<file path="src/hw/rtl/shdlc_rx_pkg.sv">
// shared constants, codes and types of the shdlc frame receiver
`timescale 1ns / 1ps
`default_nettype none

package shdlc_rx_pkg;

  // default payload capacity of one frame buffer
  localparam int MAX_DATA_DEF = 32;

  // line framing bytes
  localparam logic [7:0] FLAG_BYTE = 8'h7E;
  localparam logic [7:0] ESC_BYTE  = 8'h7D;
  localparam logic [7:0] ESC_FLAG  = 8'h5E;
  localparam logic [7:0] ESC_ESC   = 8'h5D;
  localparam logic [7:0] ESC_XON   = 8'h31;
  localparam logic [7:0] ESC_XOFF  = 8'h33;
  localparam logic [7:0] DC1_BYTE  = 8'h11;
  localparam logic [7:0] DC3_BYTE  = 8'h13;
  localparam logic [7:0] INV_MASK  = 8'hFF;

  // frame layout
  localparam int HDR_BYTES   = 4;
  localparam int MIN_CONTENT = 5;
  localparam int COUNT_W     = 7;
  localparam int COUNT_MAX   = 127;

  // result status codes
  localparam logic [2:0] ST_OK  = 3'd0;
  localparam logic [2:0] ST_CHK = 3'd1;
  localparam logic [2:0] ST_DEV = 3'd2;
  localparam logic [2:0] ST_MAL = 3'd3;
  localparam logic [2:0] ST_OVF = 3'd4;

  // closed frames waiting for the emitter (one per frame buffer)
  localparam int QUEUE_DEPTH = 2;

  // summary of one closed frame
  typedef struct packed {
    logic [7:0] address;
    logic [7:0] command;
    logic [7:0] device_state;
    logic [7:0] payload_length;
    logic [2:0] status;
    logic       single;
  } frame_desc_t;

  typedef enum logic [1:0] {
    BK_IDLE,
    BK_FETCH,
    BK_LOAD,
    BK_HOLD
  } back_state_t;

endpackage

`default_nettype wire

</file>
<file path="src/hw/rtl/shdlc_frame_receiver_core.sv">
// top level of the shdlc byte-stuffed frame receiver
`timescale 1ns / 1ps
`default_nettype none

// Receives raw serial line bytes on the in_ channel and delivers decoded frame
// results on the out_ channel. A 0x7E flag opens a frame; escape pairs are
// removed, and the address, command, state and length header bytes plus the
// payload and checksum are captured. On the closing flag the frame is judged
// and produces one result per payload byte, or a single result carrying the
// status (checksum, device error, malformed or overflow, or ok for an empty
// payload). Rate: the front takes one line byte per cycle while in_stall is
// low; an unknown escape pair adds a replay step, since the kept 0x7D and the
// following byte each need a write slot in the payload memory. Payload memory
// holds two frame buffers, so the front keeps receiving the next frame while
// the emitter works through the previous one; in_stall rises while both
// buffers are held by closed frames, and while the second byte of an unknown
// escape pair is replayed. The emitter reads the memory through a registered
// port and delivers each payload result through the fetch, load and hold
// states and a single status result through the idle and hold states, as
// long as the output does not stall. No clearing pass follows reset.

module shdlc_frame_receiver_core #(
  parameter int MAX_DATA = shdlc_rx_pkg::MAX_DATA_DEF
) (
  input  wire logic       clk,
  input  wire logic       rst_n,
  input  wire logic       in_valid,
  output logic            in_stall,
  input  wire logic [7:0] in_rx_byte,
  output logic            out_valid,
  input  wire logic       out_stall,
  output logic [7:0]      out_address,
  output logic [7:0]      out_command,
  output logic [7:0]      out_device_state,
  output logic [7:0]      out_payload_length,
  output logic [7:0]      out_data_byte,
  output logic [5:0]      out_byte_index,
  output logic            out_last,
  output logic [2:0]      out_status
);

  // payload index width covers the checksum slot after MAX_DATA bytes
  localparam int IDX_W = $clog2(MAX_DATA + 1);

  // closed frame handoff
  logic                      q_full;
  logic                      q_empty;
  logic                      push;
  logic                      pop;
  shdlc_rx_pkg::frame_desc_t push_desc;
  shdlc_rx_pkg::frame_desc_t q_head;

  // payload write request from the front
  logic                      mem_we;
  logic                      mem_bank;
  logic [IDX_W-1:0]          mem_idx;
  logic [7:0]                mem_data;

  // unstuffing, header capture and frame judgement
  shdlc_rx_front #(
    .MAX_DATA (MAX_DATA),
    .IDX_W    (IDX_W)
  ) u_front (
    .clk        (clk),
    .rst_n      (rst_n),
    .in_valid   (in_valid),
    .in_stall   (in_stall),
    .in_rx_byte (in_rx_byte),
    .q_full     (q_full),
    .push       (push),
    .push_desc  (push_desc),
    .mem_we     (mem_we),
    .mem_bank   (mem_bank),
    .mem_idx    (mem_idx),
    .mem_data   (mem_data)
  );

  // one entry per frame buffer
  shdlc_rx_queue u_queue (
    .clk       (clk),
    .rst_n     (rst_n),
    .push      (push),
    .push_desc (push_desc),
    .pop       (pop),
    .q_full    (q_full),
    .q_empty   (q_empty),
    .q_head    (q_head)
  );

  // payload buffers and result sequencing
  shdlc_rx_back #(
    .MAX_DATA (MAX_DATA),
    .IDX_W    (IDX_W)
  ) u_back (
    .clk                (clk),
    .rst_n              (rst_n),
    .q_empty            (q_empty),
    .q_head             (q_head),
    .pop                (pop),
    .mem_we             (mem_we),
    .mem_bank           (mem_bank),
    .mem_idx            (mem_idx),
    .mem_data           (mem_data),
    .out_valid          (out_valid),
    .out_stall          (out_stall),
    .out_address        (out_address),
    .out_command        (out_command),
    .out_device_state   (out_device_state),
    .out_payload_length (out_payload_length),
    .out_data_byte      (out_data_byte),
    .out_byte_index     (out_byte_index),
    .out_last           (out_last),
    .out_status         (out_status)
  );

endmodule

`default_nettype wire

</file>
<file path="src/hw/rtl/shdlc_rx_front.sv">
// byte unstuffing, header capture, checksum and frame close classification
`timescale 1ns / 1ps
`default_nettype none

module shdlc_rx_front #(
  parameter int MAX_DATA = shdlc_rx_pkg::MAX_DATA_DEF,
  parameter int IDX_W    = $clog2(MAX_DATA + 1)
) (
  input  wire logic                      clk,
  input  wire logic                      rst_n,
  input  wire logic                      in_valid,
  output logic                           in_stall,
  input  wire logic [7:0]                in_rx_byte,
  input  wire logic                      q_full,
  output logic                           push,
  output shdlc_rx_pkg::frame_desc_t      push_desc,
  output logic                           mem_we,
  output logic                           mem_bank,
  output logic [IDX_W-1:0]               mem_idx,
  output logic [7:0]                     mem_data
);

  localparam int CW = shdlc_rx_pkg::COUNT_W;
  localparam logic [CW-1:0] MAXD = CW'(MAX_DATA);

  logic          in_frame_r, in_frame_nxt;
  logic          esc_r, esc_nxt;
  logic [CW-1:0] count_r, count_nxt;
  logic          ovf_r, ovf_nxt;
  logic [7:0]    sum_r, sum_nxt;
  logic [7:0]    last_r, last_nxt;
  logic [7:0]    hdr_addr_r, hdr_addr_nxt;
  logic [7:0]    hdr_cmd_r, hdr_cmd_nxt;
  logic [7:0]    hdr_state_r, hdr_state_nxt;
  logic [7:0]    hdr_len_r, hdr_len_nxt;
  logic          replay_r, replay_nxt;
  logic [7:0]    replay_byte_r, replay_byte_nxt;
  logic          wr_bank_r, wr_bank_nxt;

  logic          step;
  logic [7:0]    cur_byte;
  logic          take_en;
  logic [7:0]    take_byte;
  logic          do_close;
  logic          do_clear;
  logic [CW-1:0] pay_off;
  logic [CW-1:0] cnt_m5;
  logic [7:0]    chk_diff;
  logic [2:0]    close_status;

  // a pending split escape replays its second byte before new input
  assign in_stall = q_full | replay_r;
  assign step     = !q_full && (replay_r || in_valid);
  assign cur_byte = replay_r ? replay_byte_r : in_rx_byte;

  assign pay_off  = count_r - CW'(shdlc_rx_pkg::HDR_BYTES);
  assign cnt_m5   = count_r - CW'(shdlc_rx_pkg::MIN_CONTENT);
  // the last content byte is the checksum
  assign chk_diff = sum_r - last_r;

  always_comb begin
    if (ovf_r) begin
      close_status = shdlc_rx_pkg::ST_OVF;
    end else if (count_r < CW'(shdlc_rx_pkg::MIN_CONTENT)) begin
      close_status = shdlc_rx_pkg::ST_MAL;
    end else if ((chk_diff ^ shdlc_rx_pkg::INV_MASK) != last_r) begin
      close_status = shdlc_rx_pkg::ST_CHK;
    end else if (hdr_len_r != 8'(cnt_m5)) begin
      close_status = shdlc_rx_pkg::ST_MAL;
    end else if (hdr_state_r != 8'd0) begin
      close_status = shdlc_rx_pkg::ST_DEV;
    end else begin
      close_status = shdlc_rx_pkg::ST_OK;
    end
  end

  always_comb begin
    push_desc.address        = hdr_addr_r;
    push_desc.command        = hdr_cmd_r;
    push_desc.device_state   = hdr_state_r;
    push_desc.payload_length = hdr_len_r;
    push_desc.status         = close_status;
    push_desc.single         = (close_status != shdlc_rx_pkg::ST_OK) || (hdr_len_r == 8'd0);
  end

  // byte classification
  always_comb begin
    take_en         = 1'b0;
    take_byte       = 8'd0;
    do_close        = 1'b0;
    do_clear        = 1'b0;
    in_frame_nxt    = in_frame_r;
    esc_nxt         = esc_r;
    replay_nxt      = replay_r;
    replay_byte_nxt = replay_byte_r;
    if (step) begin
      replay_nxt = 1'b0;
      if (!in_frame_r) begin
        if (cur_byte == shdlc_rx_pkg::FLAG_BYTE) begin
          in_frame_nxt = 1'b1;
          do_clear     = 1'b1;
        end
      end else if (esc_r) begin
        esc_nxt = 1'b0;
        take_en = 1'b1;
        case (cur_byte)
          shdlc_rx_pkg::ESC_FLAG: take_byte = shdlc_rx_pkg::FLAG_BYTE;
          shdlc_rx_pkg::ESC_ESC:  take_byte = shdlc_rx_pkg::ESC_BYTE;
          shdlc_rx_pkg::ESC_XON:  take_byte = shdlc_rx_pkg::DC1_BYTE;
          shdlc_rx_pkg::ESC_XOFF: take_byte = shdlc_rx_pkg::DC3_BYTE;
          default: begin
            // keep the escape and handle this byte in a replay step
            take_byte       = shdlc_rx_pkg::ESC_BYTE;
            replay_nxt      = 1'b1;
            replay_byte_nxt = cur_byte;
          end
        endcase
      end else if (cur_byte == shdlc_rx_pkg::FLAG_BYTE) begin
        do_clear = 1'b1;
        do_close = (count_r != '0);
      end else if (cur_byte == shdlc_rx_pkg::ESC_BYTE) begin
        esc_nxt = 1'b1;
      end else begin
        take_en   = 1'b1;
        take_byte = cur_byte;
      end
    end
  end

  // content capture
  always_comb begin
    count_nxt     = count_r;
    ovf_nxt       = ovf_r;
    sum_nxt       = sum_r;
    last_nxt      = last_r;
    hdr_addr_nxt  = hdr_addr_r;
    hdr_cmd_nxt   = hdr_cmd_r;
    hdr_state_nxt = hdr_state_r;
    hdr_len_nxt   = hdr_len_r;
    wr_bank_nxt   = wr_bank_r;
    mem_we        = 1'b0;
    mem_bank      = wr_bank_r;
    mem_idx       = pay_off[IDX_W-1:0];
    mem_data      = take_byte;
    push          = do_close;
    if (take_en) begin
      if (count_r < CW'(shdlc_rx_pkg::HDR_BYTES)) begin
        case (count_r[1:0])
          2'd0:    hdr_addr_nxt  = take_byte;
          2'd1:    hdr_cmd_nxt   = take_byte;
          2'd2:    hdr_state_nxt = take_byte;
          default: hdr_len_nxt   = take_byte;
        endcase
      end else if (pay_off <= MAXD) begin
        mem_we = 1'b1;
      end else begin
        ovf_nxt = 1'b1;
      end
      sum_nxt  = sum_r + take_byte;
      last_nxt = take_byte;
      if (count_r != CW'(shdlc_rx_pkg::COUNT_MAX)) begin
        count_nxt = count_r + CW'(1);
      end
    end
    if (do_close) begin
      wr_bank_nxt = ~wr_bank_r;
    end
    if (do_clear) begin
      count_nxt     = '0;
      ovf_nxt       = 1'b0;
      sum_nxt       = 8'd0;
      hdr_addr_nxt  = 8'd0;
      hdr_cmd_nxt   = 8'd0;
      hdr_state_nxt = 8'd0;
      hdr_len_nxt   = 8'd0;
    end
  end

  always_ff @(posedge clk) begin
    if (!rst_n) begin
      in_frame_r  <= 1'b0;
      esc_r       <= 1'b0;
      count_r     <= '0;
      ovf_r       <= 1'b0;
      sum_r       <= 8'd0;
      hdr_addr_r  <= 8'd0;
      hdr_cmd_r   <= 8'd0;
      hdr_state_r <= 8'd0;
      hdr_len_r   <= 8'd0;
      replay_r    <= 1'b0;
      wr_bank_r   <= 1'b0;
    end else begin
      in_frame_r  <= in_frame_nxt;
      esc_r       <= esc_nxt;
      count_r     <= count_nxt;
      ovf_r       <= ovf_nxt;
      sum_r       <= sum_nxt;
      hdr_addr_r  <= hdr_addr_nxt;
      hdr_cmd_r   <= hdr_cmd_nxt;
      hdr_state_r <= hdr_state_nxt;
      hdr_len_r   <= hdr_len_nxt;
      replay_r    <= replay_nxt;
      wr_bank_r   <= wr_bank_nxt;
    end
  end

  always_ff @(posedge clk) begin
    last_r        <= last_nxt;
    replay_byte_r <= replay_byte_nxt;
  end

endmodule

`default_nettype wire

</file>
<file path="src/hw/rtl/shdlc_rx_queue.sv">
// short queue of closed frame summaries between front and emitter
`timescale 1ns / 1ps
`default_nettype none

module shdlc_rx_queue (
  input  wire logic                      clk,
  input  wire logic                      rst_n,
  input  wire logic                      push,
  input  wire shdlc_rx_pkg::frame_desc_t push_desc,
  input  wire logic                      pop,
  output logic                           q_full,
  output logic                           q_empty,
  output shdlc_rx_pkg::frame_desc_t      q_head
);

  localparam int DEPTH = shdlc_rx_pkg::QUEUE_DEPTH;
  localparam int PTR_W = $clog2(DEPTH);

  shdlc_rx_pkg::frame_desc_t entry_r [DEPTH];
  logic [PTR_W-1:0] wr_ptr_r, wr_ptr_nxt;
  logic [PTR_W-1:0] rd_ptr_r, rd_ptr_nxt;
  logic [PTR_W:0]   fill_r, fill_nxt;

  assign q_full  = (fill_r == (PTR_W+1)'(DEPTH));
  assign q_empty = (fill_r == '0);
  assign q_head  = entry_r[rd_ptr_r];

  always_comb begin
    wr_ptr_nxt = wr_ptr_r;
    rd_ptr_nxt = rd_ptr_r;
    fill_nxt   = fill_r;
    if (push) begin
      wr_ptr_nxt = (wr_ptr_r == PTR_W'(DEPTH - 1)) ? '0 : wr_ptr_r + PTR_W'(1);
    end
    if (pop) begin
      rd_ptr_nxt = (rd_ptr_r == PTR_W'(DEPTH - 1)) ? '0 : rd_ptr_r + PTR_W'(1);
    end
    if (push && !pop) begin
      fill_nxt = fill_r + (PTR_W+1)'(1);
    end else if (pop && !push) begin
      fill_nxt = fill_r - (PTR_W+1)'(1);
    end
  end

  always_ff @(posedge clk) begin
    if (!rst_n) begin
      wr_ptr_r <= '0;
      rd_ptr_r <= '0;
      fill_r   <= '0;
    end else begin
      wr_ptr_r <= wr_ptr_nxt;
      rd_ptr_r <= rd_ptr_nxt;
      fill_r   <= fill_nxt;
    end
  end

  always_ff @(posedge clk) begin
    if (push) begin
      entry_r[wr_ptr_r] <= push_desc;
    end
  end

endmodule

`default_nettype wire

</file>
<file path="src/hw/rtl/shdlc_rx_back.sv">
// double-buffered payload memory and result emitter
`timescale 1ns / 1ps
`default_nettype none

module shdlc_rx_back #(
  parameter int MAX_DATA = shdlc_rx_pkg::MAX_DATA_DEF,
  parameter int IDX_W    = $clog2(MAX_DATA + 1)
) (
  input  wire logic                      clk,
  input  wire logic                      rst_n,
  input  wire logic                      q_empty,
  input  wire shdlc_rx_pkg::frame_desc_t q_head,
  output logic                           pop,
  input  wire logic                      mem_we,
  input  wire logic                      mem_bank,
  input  wire logic [IDX_W-1:0]          mem_idx,
  input  wire logic [7:0]                mem_data,
  output logic                           out_valid,
  input  wire logic                      out_stall,
  output logic [7:0]                     out_address,
  output logic [7:0]                     out_command,
  output logic [7:0]                     out_device_state,
  output logic [7:0]                     out_payload_length,
  output logic [7:0]                     out_data_byte,
  output logic [5:0]                     out_byte_index,
  output logic                           out_last,
  output logic [2:0]                     out_status
);

  localparam int DEPTH = MAX_DATA + 1;

  logic [7:0] pay_mem [2][DEPTH];
  logic [7:0] rd_data_r;

  shdlc_rx_pkg::back_state_t state_r, state_nxt;
  logic [IDX_W-1:0] idx_r, idx_nxt;
  logic             rd_bank_r, rd_bank_nxt;
  logic             out_valid_r, out_valid_nxt;
  logic             out_take;
  logic             ld_single, ld_data, idx_clr, idx_inc;

  assign out_take  = out_valid_r && !out_stall;
  assign out_valid = out_valid_r;

  always_comb begin
    state_nxt = state_r;
    case (state_r)
      shdlc_rx_pkg::BK_IDLE: begin
        if (!q_empty) begin
          state_nxt = q_head.single ? shdlc_rx_pkg::BK_HOLD : shdlc_rx_pkg::BK_FETCH;
        end
      end
      shdlc_rx_pkg::BK_FETCH: state_nxt = shdlc_rx_pkg::BK_LOAD;
      shdlc_rx_pkg::BK_LOAD:  state_nxt = shdlc_rx_pkg::BK_HOLD;
      shdlc_rx_pkg::BK_HOLD: begin
        if (out_take) begin
          state_nxt = out_last ? shdlc_rx_pkg::BK_IDLE : shdlc_rx_pkg::BK_FETCH;
        end
      end
      default: state_nxt = shdlc_rx_pkg::BK_IDLE;
    endcase
  end

  always_comb begin
    ld_single = 1'b0;
    ld_data   = 1'b0;
    idx_clr   = 1'b0;
    idx_inc   = 1'b0;
    pop       = 1'b0;
    case (state_r)
      shdlc_rx_pkg::BK_IDLE: begin
        if (!q_empty) begin
          ld_single = q_head.single;
          idx_clr   = !q_head.single;
        end
      end
      shdlc_rx_pkg::BK_LOAD: ld_data = 1'b1;
      shdlc_rx_pkg::BK_HOLD: begin
        pop     = out_take && out_last;
        idx_inc = out_take && !out_last;
      end
      default: ;
    endcase
  end

  always_comb begin
    idx_nxt       = idx_r;
    rd_bank_nxt   = rd_bank_r;
    out_valid_nxt = out_valid_r;
    if (idx_clr) begin
      idx_nxt = '0;
    end else if (idx_inc) begin
      idx_nxt = idx_r + IDX_W'(1);
    end
    if (pop) begin
      rd_bank_nxt = ~rd_bank_r;
    end
    if (ld_single || ld_data) begin
      out_valid_nxt = 1'b1;
    end else if (out_take) begin
      out_valid_nxt = 1'b0;
    end
  end

  always_ff @(posedge clk) begin
    if (!rst_n) begin
      state_r     <= shdlc_rx_pkg::BK_IDLE;
      idx_r       <= '0;
      rd_bank_r   <= 1'b0;
      out_valid_r <= 1'b0;
    end else begin
      state_r     <= state_nxt;
      idx_r       <= idx_nxt;
      rd_bank_r   <= rd_bank_nxt;
      out_valid_r <= out_valid_nxt;
    end
  end

  // payload memory: front writes one bank while this side reads the other
  always_ff @(posedge clk) begin
    if (mem_we) begin
      pay_mem[mem_bank][mem_idx] <= mem_data;
    end
    rd_data_r <= pay_mem[rd_bank_r][idx_r];
  end

  // output register
  always_ff @(posedge clk) begin
    if (ld_single || ld_data) begin
      out_address        <= q_head.address;
      out_command        <= q_head.command;
      out_device_state   <= q_head.device_state;
      out_payload_length <= q_head.payload_length;
    end
    if (ld_single) begin
      out_data_byte  <= 8'd0;
      out_byte_index <= 6'd0;
      out_last       <= 1'b1;
      out_status     <= q_head.status;
    end else if (ld_data) begin
      out_data_byte  <= rd_data_r;
      out_byte_index <= 6'(idx_r);
      out_last       <= ((8'(idx_r) + 8'd1) == q_head.payload_length);
      out_status     <= shdlc_rx_pkg::ST_OK;
    end
  end

endmodule

`default_nettype wire

</file>
<file path="config.mk">
export PLATFORM = sky130hd
export DESIGN_NAME = shdlc_frame_receiver_core
export DESIGN_NICKNAME = d
export VERILOG_FILES = /design/src/hw/rtl/shdlc_rx_pkg.sv /design/src/hw/rtl/shdlc_frame_receiver_core.sv /design/src/hw/rtl/shdlc_rx_front.sv /design/src/hw/rtl/shdlc_rx_queue.sv /design/src/hw/rtl/shdlc_rx_back.sv
export SDC_FILE = /design/constraint.sdc
export NUM_CORES = 1
export LEC_CHECK = 0
export BUFFER_PORTS_ARGS = -buffer_cell sky130_fd_sc_hd__buf_2
export CORE_MARGIN = 5
export CORE_UTILIZATION = 60
export DETAILED_ROUTE_END_ITERATION = 8
export PLACE_DENSITY = 0.78
export SYNTH_ARGS = -nofsm -noshare
export SYNTH_HDL_FRONTEND = slang
export SYNTH_HIERARCHICAL = 1
export SYNTH_SLANG_ARGS = --single-unit
</file>
<file path="constraint.sdc">
create_clock -name clk -period 6.7 [get_ports clk]
set_input_delay 0.67 -clock clk [delete_from_list [all_inputs] [get_ports clk]]
set_output_delay 0.67 -clock clk [all_outputs]
set_load 0.02 [all_outputs]
</file>
==> impl_metrics.yaml <==
detailed_routing:
  antenna_left: 0
  first_iter_violations: 1965
  wl_um: 65200
  wl_per_cell_um: 25.4
  drc: 0
  first_pass_iters: 7
  vias: 16326
  vias_per_cell: 6.35
cts:
  clock_latency_ns: 0.61
  cts_setup_buffers: 0
  clockBufferDepth: 3
  clk_pin_slew_ns: 0.06
  cts_hold_buf: 0
  cts_htree_levels: 3
  cts_buffers: 71
  postCtsResizedCells: 0
  root_buffer: "clkbuf_16"
  tritoncts: "yes"
  cts_sinks: 741
worst_setup_path:
  crit_type: "flop to flop"
  critPathLaunchType: "flop"
  r2r_slack_ns: 1.66
  cp.required_ns: 7.17
  cp_max_fo: 68
  critPathArrivalTime_ns: 5.51
  worstSetupEndpointType: "flop"
  rr_endpoint: "u_front/sum_r[7]$_SDFFE_PP0P_"
  r2r-start: "u_front/replay_r$_SDFFE_PN0P_"
  rr_worst_depth: 14
global_routing:
  grt_pass1_vias: 16329
  grt.total_usage_pct: 24.3
  grt_first_pass_wirelength_um: 99200
  gr-total-overflow: 0
  grt_max_degree: 83
  antenna_found_initial: 0
yosys:
  synthMuxAreaShare_pct: 13.5
  yosys.area_share.simple_pct: 5.85
  async_flop_share_pct: 0
  synthXorXnorAreaFrac_pct: 1.55
  yosys-top-cells-area: "edfxtp_1 65%, mux4_2 6.1%, dfxtp_1 6.1%"
  synth_flop_cell: "edfxtp_1"
  synth_fp_nets: 1807
  synth_fa_ha_area_share_pct: 1.15
  ys_seq_elements: 741
  yosysSeqAreaShare_pct: 71.1
  synth_cell_types: 82
  synthCells: 1768
  syn_area_per_cell_um2: 17.0
  synth_edf_count: 650
  synth_compound_area_share_pct: 4.44
  syn_area_um2: 30000
  synth_top_family_by_area: "multiplexers"
  synth_top_cell_by_area: "edfxtp_1"
  yosysWarnings: 6
  yosysTopAreaCellShare_pct: 65.0
power_and_ir_drop:
  power_switching_mw: 1.88
  clkPwrFrac_pct: 42.8
  power.share.sequential_pct: 53.9
  p_int_mw: 7.51
  swShare_pct: 20.0
  power_leakage_nw: 10.7
  peakVddDrop_mv: 0.160
  p_per_area_nw_per_um2: 283
  power_mw: 9.39
  power_frac_comb_pct: 3.3
sta:
  hold_ws_ns: 0.351
  max_slew_margin_pct: 18.9
  setup_tns_ns: 0
  slew_violations: 0
  worstMarginPinSlew_ns: 1.21
  fin_skew_ns: 0.0279
  period_share_pct: 75.3
  rsz0062_at_grt: "false"
  hold_viol: 0
  max_freq_ghz: 0.198
  min_period_ns: 5.04
  setup_violations: 0
  fin_ws_ns: 1.66
placement:
  io_buffers: 63
  gp_congestion: 0.884
  hpwl_um: 39400
  pre_cts_slack_ns: 1.59
  dpl.cell_count: 2440
cells_and_area:
  area_growth_syn_to_layout_pct: 10.6
  nNetsFinal: 1880
  mostFrequentLayoutCell: "edfxtp_1"
  mostFrequentLayoutCells: "650 x edfxtp_1, 184 x nor2_1, 136 x mux2i_1"
  layout-drive-gt1-share_pct: 19.3
  diodes: 0
  layout.cells.non_filler: 2570
die:
  die_h_um: 234
  dieArea_um2: 54600
  core_region_area_um2: 49900
  rows: 82
  start_util_pct: 60.2
  fp.dieW_um: 234
  ios: 64
job:
  max_cap_viol_count: 0
status:
  outcome: "completed"
min_path:
  holdPathEnd: "u_back/out_valid$_SDFFE_PN0P_"
  hold_path_depth: 3
  hp-class: "primary input to flop"
  worstHoldStart: "out_stall"
-- worst max-delay path by stage --
stage | startpoint | to | slack [ns] | depth (start not counted)
3_5_place_dp | in_rx_byte[7] | u_front/sum_r[7]$_SDFFE_PP0P_ | 1.59 | 15
4_1_cts | u_front/replay_r$_SDFFE_PN0P_ | u_front/sum_r[7]$_SDFFE_PP0P_ | 1.67 | 14
6_report | u_front/replay_r$_SDFFE_PN0P_ | u_front/sum_r[7]$_SDFFE_PP0P_ | 1.66 | 14
3_3_place_gp | in_rx_byte[7] | u_front/sum_r[7]$_SDFFE_PP0P_ | 1.75 | 15
5_1_grt | u_front/replay_r$_SDFFE_PN0P_ | u_front/sum_r[7]$_SDFFE_PP0P_ | 1.11 | 14
2_1_floorplan | u_queue/fill_r[0]$_SDFFE_PN0P_ | u_front/sum_r[7]$_SDFFE_PP0P_ | 0.91 | 15
-- synthesized netlist by cell type (all sizes together), types with 7 or more instances --
library cell and n:
nor4 7, mux4 89, o21ai 29, xor2 17
nor2 184, nand2 49, nand3 22, nor2b 17
nand2b 9, buf 59, edfxtp 650, nor3 14
o31ai 9, a21o 7, a221oi 9, inv 32
nand3b 9, o221ai 10, mux2i 136, nand4 12
clkbuf 27, mux2 58, ha 26, xnor2 36
o22ai 27, a21oi 30, dfxtp 91, and2 13
-- per-layer routing --
layer | wire length (um) | GRT usage (%) | up-vias | share of wire, %
met3 | 6100 | 4.51 | 111 | 9.4
met2 | 31700 | 39.3 | 848 | 49
li1 | - | - | 7056 | -
met1 | 25800 | 34.3 | 8311 | 40
met4 | 1600 | 7.18 | 0 | 2.5
met5 | 0 | 0 | - | 0
-- critical path, cell delays in order (launching register included) --
cell and delay [ns]:
dfxtp_1 0.85, nand3b_1 0.23, a222oi_1 0.97, nand2_2 0.29, a22o_1 0.28, nand2_1 0.23
inv_2 0.43, ha_1 0.45, a21oi_1 0.22, o211ai_1 0.17, o41ai_1 0.32, xnor2_1 0.16
nand2_1 0.08, xor2_1 0.18, nor2_1 0.06
-- flip-flops by register name (all words and copies together), names as in the netlist, 6 cells and up, named ones only --
register	flops
u_back/out_payload_length	8
u_front/last_r	7
u_back/idx_r	6
u_front/hdr_addr_r	8
u_front/hdr_state_r	8
u_back/out_byte_index	6
u_back/out_command	8
u_front/count_r	7
u_front/replay_byte_r	8
u_back/out_data_byte	8
u_front/hdr_cmd_r	8
u_queue/entry_r	72
u_back/out_device_state	8
u_front/hdr_len_r	8
u_back/out_address	8
u_front/sum_r	8
u_back/pay_mem	528
u_back/rd_data_r	8
-- logic make-up after synthesis --
family / Yosys count
mux: 283
fa+ha+maj: 27
flops: 741
compound gates: 185
xor+xnor: 53
simple gates: 360
buf+inv: 119
-- power groups by stage --
| stage | clock [mW] | combinational, mW | sequential [mW] |
|---|---|---|---|
| floorplan | 0 | 0.124 | 5.24 |
| global placement | 0 | 0.297 | 5.16 |
| detailed placement | 0 | 0.307 | 5.16 |
| CTS | 4.07 | 0.309 | 5.06 |
| global route | 4.29 | 0.328 | 5.06 |
| finish | 4.02 | 0.306 | 5.06 |
-- per-stage QoR --
stage / instance area, um^2 / util (%)
after global routing: 33200 / 66.6
after detailed placement: 30800 / 61.8
after CTS: 33200 / 66.6
final: 33200 / 66.6
after floorplan: 30000 / -
after global placement: 30800 / 61.8
-- final cells by class --
cell class	count	area, um^2
sequential	741	21300
fill	3253	16700
multi-input combinational	908	8010
clock buffer	97	2050
tap	672	841
timing repair buffer	86	500
clock inverter	33	330
inverter	33	124
Power figures use the tool's default switching activity.
